--- src/button_press_classifier_macros.svh ---
// Assertion macros shared by the button press classifier modules
`ifndef BUTTON_PRESS_CLASSIFIER_MACROS_SVH
`define BUTTON_PRESS_CLASSIFIER_MACROS_SVH

// check a condition in the same cycle as its trigger
`define BPC_ASSERT_NOW(label, clk, rst_n, ante, cons, msg) \
  label: assert property (@(posedge clk) disable iff (!rst_n) (ante) |-> (cons)) \
    else $error(msg);

// check a condition in the cycle after its trigger
`define BPC_ASSERT_NEXT(label, clk, rst_n, ante, cons, msg) \
  label: assert property (@(posedge clk) disable iff (!rst_n) (ante) |=> (cons)) \
    else $error(msg);

`endif

--- src/bpc_pkg.sv ---
// Shared types and constants for the button press classifier
package bpc_pkg;

  localparam int unsigned MASK_W         = 4;
  localparam int unsigned DEBOUNCE_W     = 8;
  localparam int unsigned LONG_W         = 16;
  localparam int unsigned CFG_INDEX_W    = 2;
  localparam int unsigned CFG_DATA_W     = 16;
  localparam int unsigned BUTTON_COUNT_DEF = 4;
  localparam int unsigned COUNTER_BITS_DEF = 16;

  localparam logic [DEBOUNCE_W-1:0] DEBOUNCE_RESET = 8'd50;
  localparam logic [LONG_W-1:0]     LONG_RESET     = 16'd1000;

  localparam logic [CFG_INDEX_W-1:0] REG_DEBOUNCE   = 2'd0;
  localparam logic [CFG_INDEX_W-1:0] REG_LONG_PRESS = 2'd1;

  typedef struct packed {
    logic [DEBOUNCE_W-1:0] debounce_ticks;
    logic [LONG_W-1:0]     long_press_ticks;
  } cfg_t;

  typedef struct packed {
    logic [MASK_W-1:0] short_press_mask;
    logic [MASK_W-1:0] long_press_mask;
    logic              any_event;
  } res_t;

endpackage

--- src/bpc_lane.sv ---
// Per-button debounce and short/long press detection lane
module bpc_lane #(
  parameter int unsigned COUNTER_BITS = bpc_pkg::COUNTER_BITS_DEF
) (
  input  logic          clk,
  input  logic          rst_n,
  input  logic          accept,
  input  logic          raw,
  input  bpc_pkg::cfg_t cfg,
  output logic          short_ev,
  output logic          long_ev
);

  localparam int unsigned CMP_W =
    (COUNTER_BITS > bpc_pkg::LONG_W) ? COUNTER_BITS : bpc_pkg::LONG_W;
  localparam logic [COUNTER_BITS-1:0] CNT_MAX = {COUNTER_BITS{1'b1}};

  logic                    last_level_r, last_level_nxt;
  logic [COUNTER_BITS-1:0] stable_ticks_r, stable_ticks_nxt;
  logic                    held_state_r, held_state_nxt;
  logic [COUNTER_BITS-1:0] press_ticks_r, press_ticks_nxt;
  logic                    long_done_r, long_done_nxt;
  logic [COUNTER_BITS-1:0] press_inc;
  logic                    qualified;
  logic                    long_reached;

  always_comb begin
    last_level_nxt   = raw;
    stable_ticks_nxt = (raw != last_level_r) ? '0 :
                       ((stable_ticks_r == CNT_MAX) ? CNT_MAX : stable_ticks_r + 1'b1);
    press_inc        = (press_ticks_r == CNT_MAX) ? CNT_MAX : press_ticks_r + 1'b1;
    qualified        = stable_ticks_nxt > COUNTER_BITS'(cfg.debounce_ticks);
    long_reached     = CMP_W'(press_inc) >= CMP_W'(cfg.long_press_ticks);
    held_state_nxt   = held_state_r;
    press_ticks_nxt  = press_inc;
    long_done_nxt    = long_done_r;
    short_ev         = 1'b0;
    long_ev          = 1'b0;
    if (qualified) begin
      if (!raw && held_state_r) begin
        held_state_nxt  = 1'b0;
        press_ticks_nxt = '0;
        long_done_nxt   = 1'b0;
      end else if (!raw) begin
        if (!long_done_r && long_reached) begin
          long_done_nxt = 1'b1;
          long_ev       = 1'b1;
        end
      end else if (!held_state_r) begin
        held_state_nxt = 1'b1;
        short_ev       = !long_done_r;
      end
    end
  end

  always_ff @(posedge clk) begin
    if (!rst_n) begin
      last_level_r   <= 1'b1;
      stable_ticks_r <= '0;
      held_state_r   <= 1'b1;
      press_ticks_r  <= '0;
      long_done_r    <= 1'b0;
    end else if (accept) begin
      last_level_r   <= last_level_nxt;
      stable_ticks_r <= stable_ticks_nxt;
      held_state_r   <= held_state_nxt;
      press_ticks_r  <= press_ticks_nxt;
      long_done_r    <= long_done_nxt;
    end
  end

endmodule

--- src/bpc_merge.sv ---
// Merge of lane events into result items, with output register and skid stage
`include "button_press_classifier_macros.svh"

module bpc_merge #(
  parameter int unsigned BUTTON_COUNT = bpc_pkg::BUTTON_COUNT_DEF
) (
  input  logic                    clk,
  input  logic                    rst_n,
  input  logic                    accept,
  input  logic [BUTTON_COUNT-1:0] short_vec,
  input  logic [BUTTON_COUNT-1:0] long_vec,
  output logic                    in_stall,
  output logic                    out_valid,
  input  logic                    out_stall,
  output bpc_pkg::res_t           out_res
);

  bpc_pkg::res_t res_new;
  bpc_pkg::res_t out_res_r;
  bpc_pkg::res_t skid_res_r;
  logic          out_valid_r;
  logic          skid_valid_r;
  logic          out_free;

  for (genvar b = 0; b < bpc_pkg::MASK_W; b++) begin : g_mask
    if (b < BUTTON_COUNT) begin : g_lane
      assign res_new.short_press_mask[b] = short_vec[b];
      assign res_new.long_press_mask[b]  = long_vec[b];
    end else begin : g_none
      assign res_new.short_press_mask[b] = 1'b0;
      assign res_new.long_press_mask[b]  = 1'b0;
    end
  end
  assign res_new.any_event = |{short_vec, long_vec};

  assign out_free  = !out_valid_r || !out_stall;
  assign in_stall  = skid_valid_r;
  assign out_valid = out_valid_r;
  assign out_res   = out_res_r;

  always_ff @(posedge clk) begin
    if (!rst_n) begin
      out_valid_r  <= 1'b0;
      skid_valid_r <= 1'b0;
    end else if (skid_valid_r) begin
      if (out_free) begin
        out_valid_r  <= 1'b1;
        skid_valid_r <= 1'b0;
      end
    end else if (accept) begin
      if (out_free) begin
        out_valid_r <= 1'b1;
      end else begin
        skid_valid_r <= 1'b1;
      end
    end else if (out_free) begin
      out_valid_r <= 1'b0;
    end
  end

  always_ff @(posedge clk) begin
    if (skid_valid_r) begin
      if (out_free) begin
        out_res_r <= skid_res_r;
      end
    end else if (accept) begin
      if (out_free) begin
        out_res_r <= res_new;
      end else begin
        skid_res_r <= res_new;
      end
    end
  end

  `BPC_ASSERT_NOW(a_skid_needs_out, clk, rst_n, skid_valid_r, out_valid_r, "skid full while output empty")
  `BPC_ASSERT_NOW(a_any_covers_masks, clk, rst_n, out_valid_r && ((out_res_r.short_press_mask | out_res_r.long_press_mask) != '0), out_res_r.any_event, "mask bit set without any_event")
  `BPC_ASSERT_NEXT(a_accept_shows, clk, rst_n, accept && !out_valid_r, out_valid_r && !skid_valid_r, "accepted item not presented")

endmodule

--- src/button_press_classifier.sv ---
// Top level of the button press classifier: config registers, button lanes, merge
// A result item is registered in the output register, or in the skid entry while out_stall holds the output.
// Throughput: one tick item per cycle while in_stall is low; every lane updates in the accepting cycle.
// A two-entry output stage (register plus skid) keeps in_stall registered.
// Reset: all buttons released, counters cleared, debounce 50 and long press 1000 ticks.
// Reset empties the output stage; no clearing pass is needed.
module button_press_classifier #(
  parameter int unsigned BUTTON_COUNT = bpc_pkg::BUTTON_COUNT_DEF,
  parameter int unsigned COUNTER_BITS = bpc_pkg::COUNTER_BITS_DEF
) (
  input  logic                              clk,
  input  logic                              rst_n,
  input  logic                              in_valid,
  output logic                              in_stall,
  input  logic [bpc_pkg::MASK_W-1:0]        in_raw_levels,
  output logic                              out_valid,
  input  logic                              out_stall,
  output logic [bpc_pkg::MASK_W-1:0]        out_short_press_mask,
  output logic [bpc_pkg::MASK_W-1:0]        out_long_press_mask,
  output logic                              out_any_event,
  input  logic                              cfg_valid,
  output logic                              cfg_ready,
  input  logic [bpc_pkg::CFG_INDEX_W-1:0]   cfg_index,
  input  logic [bpc_pkg::CFG_DATA_W-1:0]    cfg_data
);

  bpc_pkg::cfg_t           cfg_r;
  bpc_pkg::res_t           res;
  logic                    accept;
  logic [BUTTON_COUNT-1:0] raw_vec;
  logic [BUTTON_COUNT-1:0] short_vec;
  logic [BUTTON_COUNT-1:0] long_vec;

  assign cfg_ready = 1'b1;
  assign accept    = in_valid && !in_stall;

  always_ff @(posedge clk) begin
    if (!rst_n) begin
      cfg_r.debounce_ticks   <= bpc_pkg::DEBOUNCE_RESET;
      cfg_r.long_press_ticks <= bpc_pkg::LONG_RESET;
    end else if (cfg_valid && cfg_ready) begin
      unique case (cfg_index)
        bpc_pkg::REG_DEBOUNCE: begin
          cfg_r.debounce_ticks <= cfg_data[bpc_pkg::DEBOUNCE_W-1:0];
        end
        bpc_pkg::REG_LONG_PRESS: begin
          cfg_r.long_press_ticks <= cfg_data[bpc_pkg::LONG_W-1:0];
        end
        default: begin
        end
      endcase
    end
  end

  for (genvar b = 0; b < BUTTON_COUNT; b++) begin : g_lane
    if (b < bpc_pkg::MASK_W) begin : g_pin
      assign raw_vec[b] = in_raw_levels[b];
    end else begin : g_nopin
      assign raw_vec[b] = 1'b0;
    end

    bpc_lane #(
      .COUNTER_BITS(COUNTER_BITS)
    ) u_lane (
      .clk      (clk),
      .rst_n    (rst_n),
      .accept   (accept),
      .raw      (raw_vec[b]),
      .cfg      (cfg_r),
      .short_ev (short_vec[b]),
      .long_ev  (long_vec[b])
    );
  end

  bpc_merge #(
    .BUTTON_COUNT(BUTTON_COUNT)
  ) u_merge (
    .clk       (clk),
    .rst_n     (rst_n),
    .accept    (accept),
    .short_vec (short_vec),
    .long_vec  (long_vec),
    .in_stall  (in_stall),
    .out_valid (out_valid),
    .out_stall (out_stall),
    .out_res   (res)
  );

  assign out_short_press_mask = res.short_press_mask;
  assign out_long_press_mask  = res.long_press_mask;
  assign out_any_event        = res.any_event;

endmodule
--- config.mk ---
export PLATFORM = sky130hd
export DESIGN_NAME = button_press_classifier
export DESIGN_NICKNAME = d
export VERILOG_FILES = /design/src/bpc_pkg.sv /design/src/bpc_lane.sv /design/src/bpc_merge.sv /design/src/button_press_classifier.sv
export VERILOG_INCLUDE_DIRS = /design/src /design/src/src
export SDC_FILE = /design/constraint.sdc
export NUM_CORES = 1
export LEC_CHECK = 0
export ABC_AREA = 1
export BUFFER_PORTS_ARGS = -buffer_cell sky130_fd_sc_hd__buf_2
export CAP_MARGIN = 30
export CELL_PAD_IN_SITES_DETAIL_PLACEMENT = 0
export CELL_PAD_IN_SITES_GLOBAL_PLACEMENT = 2
export CORE_UTILIZATION = 37
export CTS_CLUSTER_DIAMETER = 150
export DETAILED_ROUTE_END_ITERATION = 10
export PLACE_DENSITY_LB_ADDON = 0.1
export SYNTH_ARGS = -nofsm -noshare
export SYNTH_HDL_FRONTEND = slang
export SYNTH_SLANG_ARGS = --single-unit
--- constraint.sdc ---
create_clock -name clk -period 3.4 [get_ports clk]
set_input_delay 0 -clock clk [delete_from_list [all_inputs] [get_ports clk]]
set_output_delay 0 -clock clk [all_outputs]
set_load 0.02 [all_outputs]
==> out/summary.txt, run 1 <==
Outcome -> finished clean
Met1 usage -> 29.1%
Slew Viols, Final -> 0
CTS Buf Count -> 17
Port Buffer Count -> 37
CP arrival -> 3.40 ns
Vias -> 12,302
Vias per cell -> 4.99
Met2 global-route usage -> 34.1%
Synth area leader -> dfxtp_1
Yosys top cell area share -> 25.5%
Pleak -> 6.92 nW
Crit path max fanout -> 8
Clk root buf -> clkbuf_16
Post-route ant nets -> 0
YS warnings -> 0
Synth Net Count -> 2,001
Synth top area cells -> dfxtp_1, nand2_1, ha_1
Max-Cap Viols -> 0
Seq/Total Area, Yosys -> 29.7%
Critical path endpoint category -> register
Cells after synthesis -> 1,870
Fill cell count -> 3,571
Clock skew -> 0.0124 ns
Tcrit/Tclk final -> 93.9%
Delay of the slowest critical-path stage -> 0.43 ns
Distinct cells, synth -> 49
Crit path top cell by count -> nand2_1
Slew @ Worst Pin -> 0.897 ns
Nets -> 2,127
Rows -> 68
DIE AREA -> 36,000 µm²
Hold WC Path Type -> input port to register
Initial core utilization -> 37.6%
Post-Syn Area per Cell -> 6.97 µm²
Number of setup violations in the final report -> 0
Cell Pwr Density -> 342 nW/µm²
Commonest non-fill, non-tap cell in the layout -> nand2_1
Most frequent cells in the layout -> nand2_1, inv_1, a21oi_1
Worst skew pair latency -> 0.45 ns
Hold Fails Final Rpt -> 0
Required time of the critical path -> 3.61 ns
Setup WS post-layout -> 0.208 ns
# H-tree levels -> 4
IR drop worst, VDD -> 370 µV
Primary FF master, synth -> dfxtp_1
Die X -> 190 µm
TritonCTS clock tree -> yes
Worst R2R Setup Slack -> 0.21 ns
CP startpoint kind -> register
Vias in the first global route -> 11,734
DRC errors left -> 0
Met3 Track Usage GR -> 2.88%
Seq cells post-synth -> 184
Slowest stage cell, crit path -> or3_4
Dpl hpwl -> 26,300 µm
Gr busiest metal -> met2
Clock sinks -> 184
Number of synthesized flops with an enable pin -> 18
TritonRoute pass-1 iters -> 5
Max-slew headroom -> 40.2%
Longest Clk Path Bufs -> 2
Mapped Area -> 13,000 µm²
CP Class -> register to register
Maximum clock rate -> 0.313 GHz
Routed length per instance -> 14.8 µm
IO Count -> 39
Clock transition at path regs -> 0.07 ns
Core box area -> 34,600 µm²
Final Core Density -> 45.3%
Die Y -> 190 µm
Gr usage total -> 20.9%
Largest net degree at the start of global routing -> 78
Gr ovfl total -> 0
Layout cells sized above 1 -> 21.6%
First-pass GRT wire length -> 60,200 µm
Layout area overhead -> 20.3%
Initial antenna violation count -> 1
Asr flop ratio synth -> 0%
Fin crit period -> 3.19 ns
DP Worst Slack -> -0.136 ns
DR iter-0 viols -> 576
Setup TNS Final -> 0 ns
WL final -> 36,500 µm
Placer Congestion -> 0.810
-- cell families after synthesis --
logic type / synth area share [%]
compound gates: 16.5
buf+inv: 8.97
fa+ha+maj: 9.99
other cells: 0.0288
simple gates: 31.6
xor+xnor: 3.23
flops: 29.7
-- path summary, 6_finish.rpt --
kind | startpoint | endpoint | depth (start not counted)
setup / recovery | g_lane[0].u_lane.press_ticks_r[1] | u_merge.out_res[0] | 25
hold / removal | rst_n | cfg_r[9] | 2
setup reg to reg | g_lane[0].u_lane.press_ticks_r[1] | u_merge.out_res[0] | 25
hold reg to reg | g_lane[0].u_lane.press_ticks_r[4] | g_lane[0].u_lane.press_ticks_r[4] | 2
-- cells in the mapped netlist, types with 4 or more instances --
| cell type | instances |
|---|---|
| xor2_1 | 23 |
| nand2_1 | 416 |
| dfxtp_1 | 166 |
| nand2_2 | 11 |
| nand3_2 | 43 |
| a21oi_1 | 160 |
| nand3b_1 | 5 |
| nor2_1 | 130 |
| inv_2 | 11 |
| inv_1 | 200 |
| edfxtp_1 | 18 |
| a211oi_1 | 4 |
| o21ai_0 | 145 |
| buf_4 | 5 |
| a21oi_2 | 29 |
| or2_2 | 14 |
| ha_1 | 104 |
| o21a_1 | 6 |
| nand2_4 | 5 |
| o21bai_1 | 7 |
| xnor2_1 | 25 |
| nand3_1 | 137 |
| a21boi_0 | 4 |
| buf_2 | 5 |
| nor2_2 | 26 |
| o21ai_1 | 12 |
| clkbuf_1 | 45 |
| nand4_1 | 37 |
| nor2_4 | 7 |
| nor3_1 | 23 |
| o211ai_1 | 16 |
-- cell type report --
cell class,instances,area [µm²],share of cell area [%]
inverter,213,805,5.13
multi-input combinational,1407,8490,54.2
timing repair buffer,173,1330,8.50
clock buffer,21,460,2.94
antenna,1,2.50,0.0160
clock inverter,11,125,0.798
sequential,184,3890,24.8
tap,455,569,3.63
-- through the flow --
step	area (µm²)	power (mW)	hold WS, ns	std cells
3_5_place_dp	14100	3.30	0.233	2385
3_3_place_gp	14100	3.29	0.231	2385
4_1_cts	15100	5.41	0.0606	2450
5_1_grt	15700	5.67	0.0726	2465
6_report	15700	5.37	0.0742	2465
2_1_floorplan	13000	3.04	0.130	1870
-- state kept, by name, summed over array words and instances (netlist names) --
| name | cells |
|---|---|
| cfg_r | 24 |
| g_lane.u_lane.held_state_r | 4 |
| g_lane.u_lane.last_level_r | 4 |
| g_lane.u_lane.long_done_r | 4 |
| g_lane.u_lane.press_ticks_r | 64 |
| g_lane.u_lane.stable_ticks_r | 64 |
| u_merge.in_stall | 1 |
| u_merge.out_res | 9 |
| u_merge.out_valid | 1 |
| u_merge.skid_res_r | 9 |
-- per-layer routing --
layer  vias to the layer above  part of all wire, %
met4                         0                 0.84
met3                        14                  2.4
met5                         -                    0
met1                      5688                   52
li1                       6483                    -
met2                       117                   45
-- power by group --
part	internal [mW]	switching (mW)	leakage (nW)
Clock	1.12	0.933	0.272
Sequential	2.29	0.0848	1.54
Combinational	0.327	0.610	5.11
Total	3.74	1.63	6.92
-- critical path, delay by kind of cell (launching register included) --
kind | cells | cell delay [ns]
buffers and inverters | 5 | 0.46
flip-flops | 1 | 0.37
AO/OA/AOI/OAI | 2 | 0.24
adder cells (fa/ha/maj) | 2 | 0.37
AND/OR/NAND/NOR | 16 | 1.53
-- timing repair --
action | in CTS | in global routing
endpoints found under the setup margin | 2 | 69
resized for setup | 12 | 151
hold endpoints to repair | 34 | 0
buffers inserted | 2 | 14
hold buffers | 31 | 0
pin swaps | 2 | 40
Power figures use the tool's default switching activity.
==> run 2, diff against run 1 <==
--- a/config.mk
+++ b/config.mk
@@ -14,7 +14,7 @@
 export CORE_UTILIZATION = 37
 export CTS_CLUSTER_DIAMETER = 150
 export DETAILED_ROUTE_END_ITERATION = 10
-export PLACE_DENSITY_LB_ADDON = 0.1
+export PLACE_DENSITY_LB_ADDON = 0.2
 export SYNTH_ARGS = -nofsm -noshare
 export SYNTH_HDL_FRONTEND = slang
 export SYNTH_SLANG_ARGS = --single-unit
==> run 2 against run 1 <==
  * Clock-buffer cell count fell by 2
  * Critical path depth fell by 5
  * Via count rose by 0.86%
  * Sequential power barely moved
  * Cell area fell by 0.14%
  * Total power fell by 2.2%
  * Fmax fell by 0.61%
  * Global-route usage fell by 0.11 points
  * Sequential share of layout area barely moved
  * Core utilization fell by 0.061 points
  * Critical path type unchanged
  * Highest routed layer unchanged
==> out/summary.txt, run 2 (same netlist as run 1, synthesis figures left out) <==
Outcome -> finished clean (unchanged)
TritonRoute pass-1 iters -> 5 (unchanged)
Sw Share -> 32.1% (was 30.3%)
Layout area overhead -> 20.2% (was 20.3%)
Die Y -> 190 µm (unchanged)
R2R Path End -> u_merge.out_res[0] (unchanged)
Final Hold Slack -> 0.0401 ns (was 0.0742 ns)
# H-tree levels -> 4 (unchanged)
Tcrit/Tclk final -> 94.5% (was 93.9%)
Rows -> 68 (unchanged)
Critical path endpoint category -> register (unchanged)
Maximum clock rate -> 0.311 GHz (was 0.313 GHz)
Max-Cap Viols -> 0 (unchanged)
First-pass GRT wire length -> 59,800 µm (was 60,200 µm)
Setup TNS Final -> 0 ns (unchanged)
Placer Congestion -> 0.791 (was 0.810)
Port Buffer Count -> 37 (unchanged)
IR drop worst, VDD -> 388 µV (was 370 µV)
Crit path top cell by count -> nand2_1 (unchanged)
Die X -> 190 µm (unchanged)
Storage element area -> 3880 µm² (was 3890 µm²)
Clock transition at path regs -> 0.07 ns (about the same)
Internal power -> 3.56 mW (was 3.74 mW)
Nets -> 2,136 (was 2,127)
Clock skew -> 0.0103 ns (was 0.0124 ns)
Clock sinks -> 184 (unchanged)
Initial core utilization -> 37.6% (unchanged)
Final Core Density -> 45.2% (was 45.3%)
Hold path endpoint -> cfg_r[16] (was cfg_r[9])
Hold WC Path Type -> input port to register (unchanged)
Clock power share -> 36.7% (was 38.3%)
DIE AREA -> 36,000 µm² (unchanged)
Commonest non-fill, non-tap cell in the layout -> nand2_1 (unchanged)
Pleak -> 6.90 nW (was 6.92 nW)
Delay of the slowest critical-path stage -> 0.37 ns (was 0.43 ns)
Core box area -> 34,600 µm² (unchanged)
Gr usage total -> 20.8% (was 20.9%)
Slew @ Worst Pin -> 0.978 ns (was 0.897 ns)
Fill cell count -> 3,511 (was 3,571)
Slew Viols, Final -> 0 (unchanged)
Reg2Reg Depth -> 20 (was 25)
Crit path max fanout -> 5 (was 8)
Net Sw Power -> 1.69 mW (was 1.63 mW)
Worst skew pair latency -> 0.45 ns (about the same)
CP startpoint kind -> register (unchanged)
Most frequent cells in the layout -> nand2_1, inv_1, dfxtp_1 (was nand2_1, inv_1, a21oi_1)
TritonCTS clock tree -> yes (unchanged)
RSZ-0062 raised after global routing -> true
Antenna cells -> 0 (was 1)
Routed length per instance -> 14.9 µm (was 14.8 µm)
CP arrival -> 3.42 ns (was 3.40 ns)
Vias per cell -> 5.02 (was 4.99)
Hold path cells -> 4 (was 2)
Vias -> 12,408 (was 12,302)
Largest net degree at the start of global routing -> 93 (was 78)
Part of the power in registers -> 45.1% (was 44.2%)
Hold Startpoint -> cfg_index[1] (was rst_n)
IO Count -> 39 (unchanged)
Worst R2R Setup Slack -> 0.19 ns (was 0.21 ns)
Max-slew headroom -> 34.8% (was 40.2%)
Longest Clk Path Bufs -> 2 (unchanged)
Setup WS post-layout -> 0.189 ns (was 0.208 ns)
DRC errors left -> 0 (unchanged)
Layout cells sized above 1 -> 21.6% (about the same)
Initial antenna violation count -> 0 (was 1)
Reg-to-reg startpoint -> g_lane[1].u_lane.press_ticks_r[1] (was g_lane[0].u_lane.press_ticks_r[1])
DP Worst Slack -> -0.133 ns (was -0.136 ns)
CP Class -> register to register (unchanged)
Cell Pwr Density -> 335 nW/µm² (was 342 nW/µm²)
Slowest stage cell, crit path -> dfxtp_4 (was or3_4)
CTS Buf Count -> 17 (unchanged)
Hold Fails Final Rpt -> 0 (unchanged)
Post-route ant nets -> 0 (unchanged)
Number of setup violations in the final report -> 0 (unchanged)
Biggest regs -> g_lane.u_lane.press_ticks_r (64), g_lane.u_lane.stable_ticks_r (64), cfg_r (24) (unchanged)
Gr ovfl total -> 0 (unchanged)
Gate power share -> 18.2% (was 17.5%)
WL final -> 37,000 µm (was 36,500 µm)
DR iter-0 viols -> 601 (was 576)
Fin crit period -> 3.21 ns (was 3.19 ns)
Area taken by multi-input logic gates -> 8480 µm² (was 8490 µm²)
Dpl hpwl -> 26,000 µm (was 26,300 µm)
Vias in the first global route -> 11,686 (was 11,734)
Clk root buf -> clkbuf_16 (unchanged)
Required time of the critical path -> 3.61 ns (about the same)
Critical-path cell list -> ha_4, nand3_2, nor3_4, inv_1, nor2_2, nand4_1, buf_4, o21ai_0, ha_1, a21oi_1, o21a_1, nand2_1, nand2_1, nand3_1, nand2_1, inv_1, o21ai_2, nand2_1, o21ai_2, nand2_1
-- run 2: cell types whose count changed in the layout (fill, tap and decap cells not counted), moves of 3 or more --
cell,before,now
nand3_1,117,120
dfxtp_1,151,156
nor3_2,5,2
nor3_1,18,21
o21ai_2,14,11
a21oi_2,35,38
dfxtp_2,13,7
ha_4,5,9
buf_4,100,113
a21oi_1,154,151
ha_2,4,1
o21ai_1,27,31
-- run 2: repair_timing --
item / in CTS / in global routing
gates resized for setup: 12 / 144
setup endpoints to repair: 2 / 74
hold buffers: 29 / 0
setup buffers: 4 / 15
pin swaps: 2 / 40
endpoints found under the hold margin: 34 / 0
-- run 2: layout make-up --
class                      instances  share of cell area, %
tap                              455                   3.64
timing repair buffer             182                   8.81
clock buffer                      19                   2.77
multi-input combinational       1407                   54.2
inverter                         213                   5.16
sequential                       184                   24.8
clock inverter                    13                  0.639
-- run 2: per-layer routing --
layer	track usage (%)	part of all wire, %	wire length, µm
met1	28.5	51	18700
met2	34.2	45	16600
met3	2.88	2.8	1050
met4	5.18	1.5	551
met5	0	0	0
-- run 2: through the flow --
step,instance area [µm²],power (mW),std cells
2_1_floorplan,13000,3.04,1870
3_3_place_gp,14200,3.29,2393
3_5_place_dp,14200,3.30,2393
4_1_cts,15100,5.26,2458
5_1_grt,15700,5.53,2473
6_report,15700,5.25,2473
-- run 2: worst max path at each step --
stage,startpoint,endpoint,slack [ns],cells past startpoint
2_1_floorplan,g_lane[0].u_lane.press_ticks_r[0],u_merge.out_res[0],0.36,22
3_3_place_gp,g_lane[3].u_lane.press_ticks_r[0],u_merge.out_res[0],-0.13,20
3_5_place_dp,g_lane[3].u_lane.press_ticks_r[0],u_merge.out_res[0],-0.13,20
4_1_cts,g_lane[0].u_lane.press_ticks_r[0],u_merge.out_res[0],0.006,23
5_1_grt,g_lane[1].u_lane.press_ticks_r[1],u_merge.out_res[0],-0.1,20
6_report,g_lane[1].u_lane.press_ticks_r[1],u_merge.out_res[0],0.19,20
-- run 2: power by group through the flow --
| stage | registers [mW] | logic (mW) | clock network, mW |
|---|---|---|---|
| 6_report | 2.37 | 0.953 | 1.93 |
| 4_1_cts | 2.36 | 0.916 | 1.98 |
| 2_1_floorplan | 2.41 | 0.633 | 0 |
| 5_1_grt | 2.38 | 1.08 | 2.07 |
| 3_5_place_dp | 2.41 | 0.886 | 0 |
| 3_3_place_gp | 2.41 | 0.876 | 0 |
-- run 2: critical path, delay by kind of cell, from the launching register on --
family | cells | cell delay [ns]
flops | 1 | 0.37
buf+inv | 3 | 0.36
simple gates | 10 | 1.04
fa+ha+maj | 2 | 0.47
compound gates | 5 | 0.72
==> run 3, diff against run 2 <==
--- a/config.mk
+++ b/config.mk
@@ -9,9 +9,7 @@
 export ABC_AREA = 1
 export BUFFER_PORTS_ARGS = -buffer_cell sky130_fd_sc_hd__buf_2
 export CAP_MARGIN = 30
-export CELL_PAD_IN_SITES_DETAIL_PLACEMENT = 0
-export CELL_PAD_IN_SITES_GLOBAL_PLACEMENT = 2
-export CORE_UTILIZATION = 37
+export CORE_UTILIZATION = 40
 export CTS_CLUSTER_DIAMETER = 150
 export DETAILED_ROUTE_END_ITERATION = 10
 export PLACE_DENSITY_LB_ADDON = 0.2
==> run 3 against run 2 <==
  * First-iteration DRC count up 11%
  * Sequential power hardly changed
  * Total power is 1.9% higher
  * Flip-flop and latch count stayed put
==> out/summary.txt, run 3 (same netlist as run 1, synthesis figures left out) <==
Clock sinks -> 184 (unchanged)
DRC errors left -> 0 (unchanged)
Die X -> 182 µm (was 190 µm)
Layout cells sized above 1 -> 19.5% (was 21.6%)
Max-slew headroom -> 36.2% (was 34.8%)
Hold Fails Final Rpt -> 0 (unchanged)
Area taken by multi-input logic gates -> 8420 µm² (was 8480 µm²)
IO Count -> 39 (unchanged)
Commonest non-fill, non-tap cell in the layout -> nand2_1 (unchanged)
Nets -> 2,086 (was 2,136)
Initial antenna violation count -> 0 (unchanged)
Required time of the critical path -> 3.61 ns (about the same)
Setup WS post-layout -> 0.145 ns (was 0.189 ns)
Design Power -> 5.35 mW (was 5.25 mW)
Gr ovfl total -> 0 (unchanged)
Antenna cells -> 0 (unchanged)
Layout area overhead -> 17.3% (was 20.2%)
R2R Path End -> u_merge.out_res[0] (unchanged)
Clk root buf -> clkbuf_16 (unchanged)
Dpl hpwl -> 24,300 µm (was 26,000 µm)
Number of setup violations in the final report -> 0 (unchanged)
Net Sw Power -> 1.64 mW (was 1.69 mW)
Fill cell count -> 3,108 (was 3,511)
Max-Cap Viols -> 0 (unchanged)
Routed length per instance -> 14.2 µm (was 14.9 µm)
Reg-to-reg startpoint -> g_lane[0].u_lane.press_ticks_r[1] (was g_lane[1].u_lane.press_ticks_r[1])
Crit path max fanout -> 4 (was 5)
Gr usage total -> 20.8% (about the same)
Core box area -> 31,800 µm² (was 34,600 µm²)
Final Hold Slack -> 0.116 ns (was 0.0401 ns)
Rows -> 65 (was 68)
Reg2Reg Depth -> 25 (was 20)
# H-tree levels -> 4 (unchanged)
DR iter-0 viols -> 666 (was 601)
First-pass GRT wire length -> 56,500 µm (was 59,800 µm)
Maximum clock rate -> 0.307 GHz (was 0.311 GHz)
Setup TNS Final -> 0 ns (unchanged)
Gate power share -> 17.0% (was 18.2%)
Outcome -> finished clean (unchanged)
Hold path cells -> 4 (unchanged)
Post-route ant nets -> 0 (unchanged)
Worst R2R Setup Slack -> 0.14 ns (was 0.19 ns)
Fin crit period -> 3.26 ns (was 3.21 ns)
Clock skew -> 0.0118 ns (was 0.0103 ns)
Clock power share -> 38.6% (was 36.7%)
Clock transition at path regs -> 0.08 ns (was 0.07 ns)
WL final -> 34,100 µm (was 37,000 µm)
Initial core utilization -> 41.0% (was 37.6%)
CTS Buf Count -> 17 (unchanged)
Port Buffer Count -> 37 (unchanged)
Die Y -> 182 µm (was 190 µm)
Most frequent cells in the layout -> nand2_1, inv_1, a21oi_1 (was nand2_1, inv_1, dfxtp_1)
Cell Pwr Density -> 350 nW/µm² (was 335 nW/µm²)
Biggest regs -> g_lane.u_lane.press_ticks_r (64), g_lane.u_lane.stable_ticks_r (64), cfg_r (24) (unchanged)
Internal power -> 3.71 mW (was 3.56 mW)
TritonCTS clock tree -> yes (unchanged)
Part of the power in registers -> 44.4% (was 45.1%)
Vias per cell -> 5.14 (was 5.02)
Longest Clk Path Bufs -> 2 (unchanged)
CP arrival -> 3.47 ns (was 3.42 ns)
Critical path endpoint category -> register (unchanged)
Vias in the first global route -> 11,488 (was 11,686)
Storage element area -> 3890 µm² (was 3880 µm²)
Largest net degree at the start of global routing -> 84 (was 93)
CP startpoint kind -> register (unchanged)
Tcrit/Tclk final -> 95.7% (was 94.5%)
Hold Startpoint -> cfg_index[1] (unchanged)
Slew @ Worst Pin -> 0.957 ns (was 0.978 ns)
DP Worst Slack -> -0.164 ns (was -0.133 ns)
Sw Share -> 30.7% (was 32.1%)
Placer Congestion -> 0.896 (was 0.791)
Vias -> 12,345 (was 12,408)
Hold WC Path Type -> input port to register (unchanged)
DIE AREA -> 33,300 µm² (was 36,000 µm²)
Hold path endpoint -> cfg_r[18] (was cfg_r[16])
CP Class -> register to register (unchanged)
TritonRoute pass-1 iters -> 5 (unchanged)
Final Core Density -> 48.1% (was 45.2%)
Worst skew pair latency -> 0.45 ns (about the same)
Slew Viols, Final -> 0 (unchanged)
Pleak -> 6.67 nW (was 6.90 nW)
IR drop worst, VDD -> 384 µV (was 388 µV)
==> run 3: cell types whose count changed in the layout (fill, tap and decap cells not counted), moves of 5 or more <==
cell,before,now
dfxtp_1,156,148
o21ai_1,31,26
nor2_4,17,11
a21oi_1,151,156
clkinvlp_4,7,2
a21oi_2,38,33
dlygate4sd3_1,29,38
buf_4,113,54
dfxtp_2,7,15
==> run 3: power by group through the flow <==
| stage | clock, mW | sequential, mW | combinational, mW |
|---|---|---|---|
| after CTS | 2.11 | 2.37 | 0.878 |
| final | 2.06 | 2.38 | 0.909 |
| after global routing | 2.20 | 2.39 | 1.03 |
| after global placement | 0 | 2.42 | 0.829 |
| after detailed placement | 0 | 2.42 | 0.842 |
| after floorplan | 0 | 2.41 | 0.633 |
==> run 3: per-stage QoR <==
stage               cells  area [µm²]
finish               2403       15300
global route         2403       15300
CTS                  2390       14700
floorplan            1870       13000
global placement     2319       13700
detailed placement   2319       13700
==> run 3: final cells by class <==
class / count / area share, %
Inverter: 213 / 5.29
Timing Repair Buffer: 132 / 6.69
Clock inverter: 15 / 1.07
Sequential cell: 184 / 25.5
Clock buffer: 17 / 2.78
Multi-Input combinational cell: 1407 / 55.1
Tap cell: 435 / 3.56
==> run 3: metal layers <==
layer  vias to the layer above  part of all wire [%]  global-route usage [%]  wire length, µm
met3                        46                   2.6                    2.57              888
met1                      5715                    50                    28.4            16900
met5                         -                     0                       0                0
met2                       171                    46                    34.1            15600
li1                       6413                     -                       -                -
met4                         0                   1.9                    6.18              663
==> run 3: how the worst max path moves through the flow <==
stage / start / end
floorplan: g_lane[0].u_lane.press_ticks_r[0] / u_merge.out_res[0]
global placement: g_lane[2].u_lane.press_ticks_r[0] / u_merge.out_res[0]
detailed placement: g_lane[2].u_lane.press_ticks_r[0] / u_merge.out_res[0]
CTS: g_lane[3].u_lane.press_ticks_r[1] / u_merge.out_res[0]
global route: g_lane[0].u_lane.press_ticks_r[1] / u_merge.out_res[0]
finish: g_lane[0].u_lane.press_ticks_r[1] / u_merge.out_res[0]
==> run 3: worst max-delay path: stages, from the launching register on <==
cell,delay [ns]
dfxtp_2,0.37
ha_4,0.15
nand3_2,0.11
nor2_4,0.15
nand2_2,0.09
nor2_4,0.19
nand3_4,0.11
nor3_2,0.30
buf_4,0.17
buf_4,0.09
or2_2,0.10
ha_1,0.23
inv_1,0.06
o21bai_1,0.05
nand2_1,0.06
nand2_1,0.04
nand2_1,0.05
nand2_1,0.05
nand2_1,0.05
nand3_1,0.07
nand2_1,0.07
inv_1,0.06
o21ai_2,0.15
nand2_1,0.07
o21ai_1,0.12
nand2_1,0.05
==> run 3: repair_timing <==
item / in CTS / in global routing
endpoints found under the setup margin: 2 / 73
endpoints found under the hold margin: 36 / 0
setup buffers: 1 / 13
resized for setup: 5 / 151
pin swaps: 1 / 28
hold buffers: 38 / 0
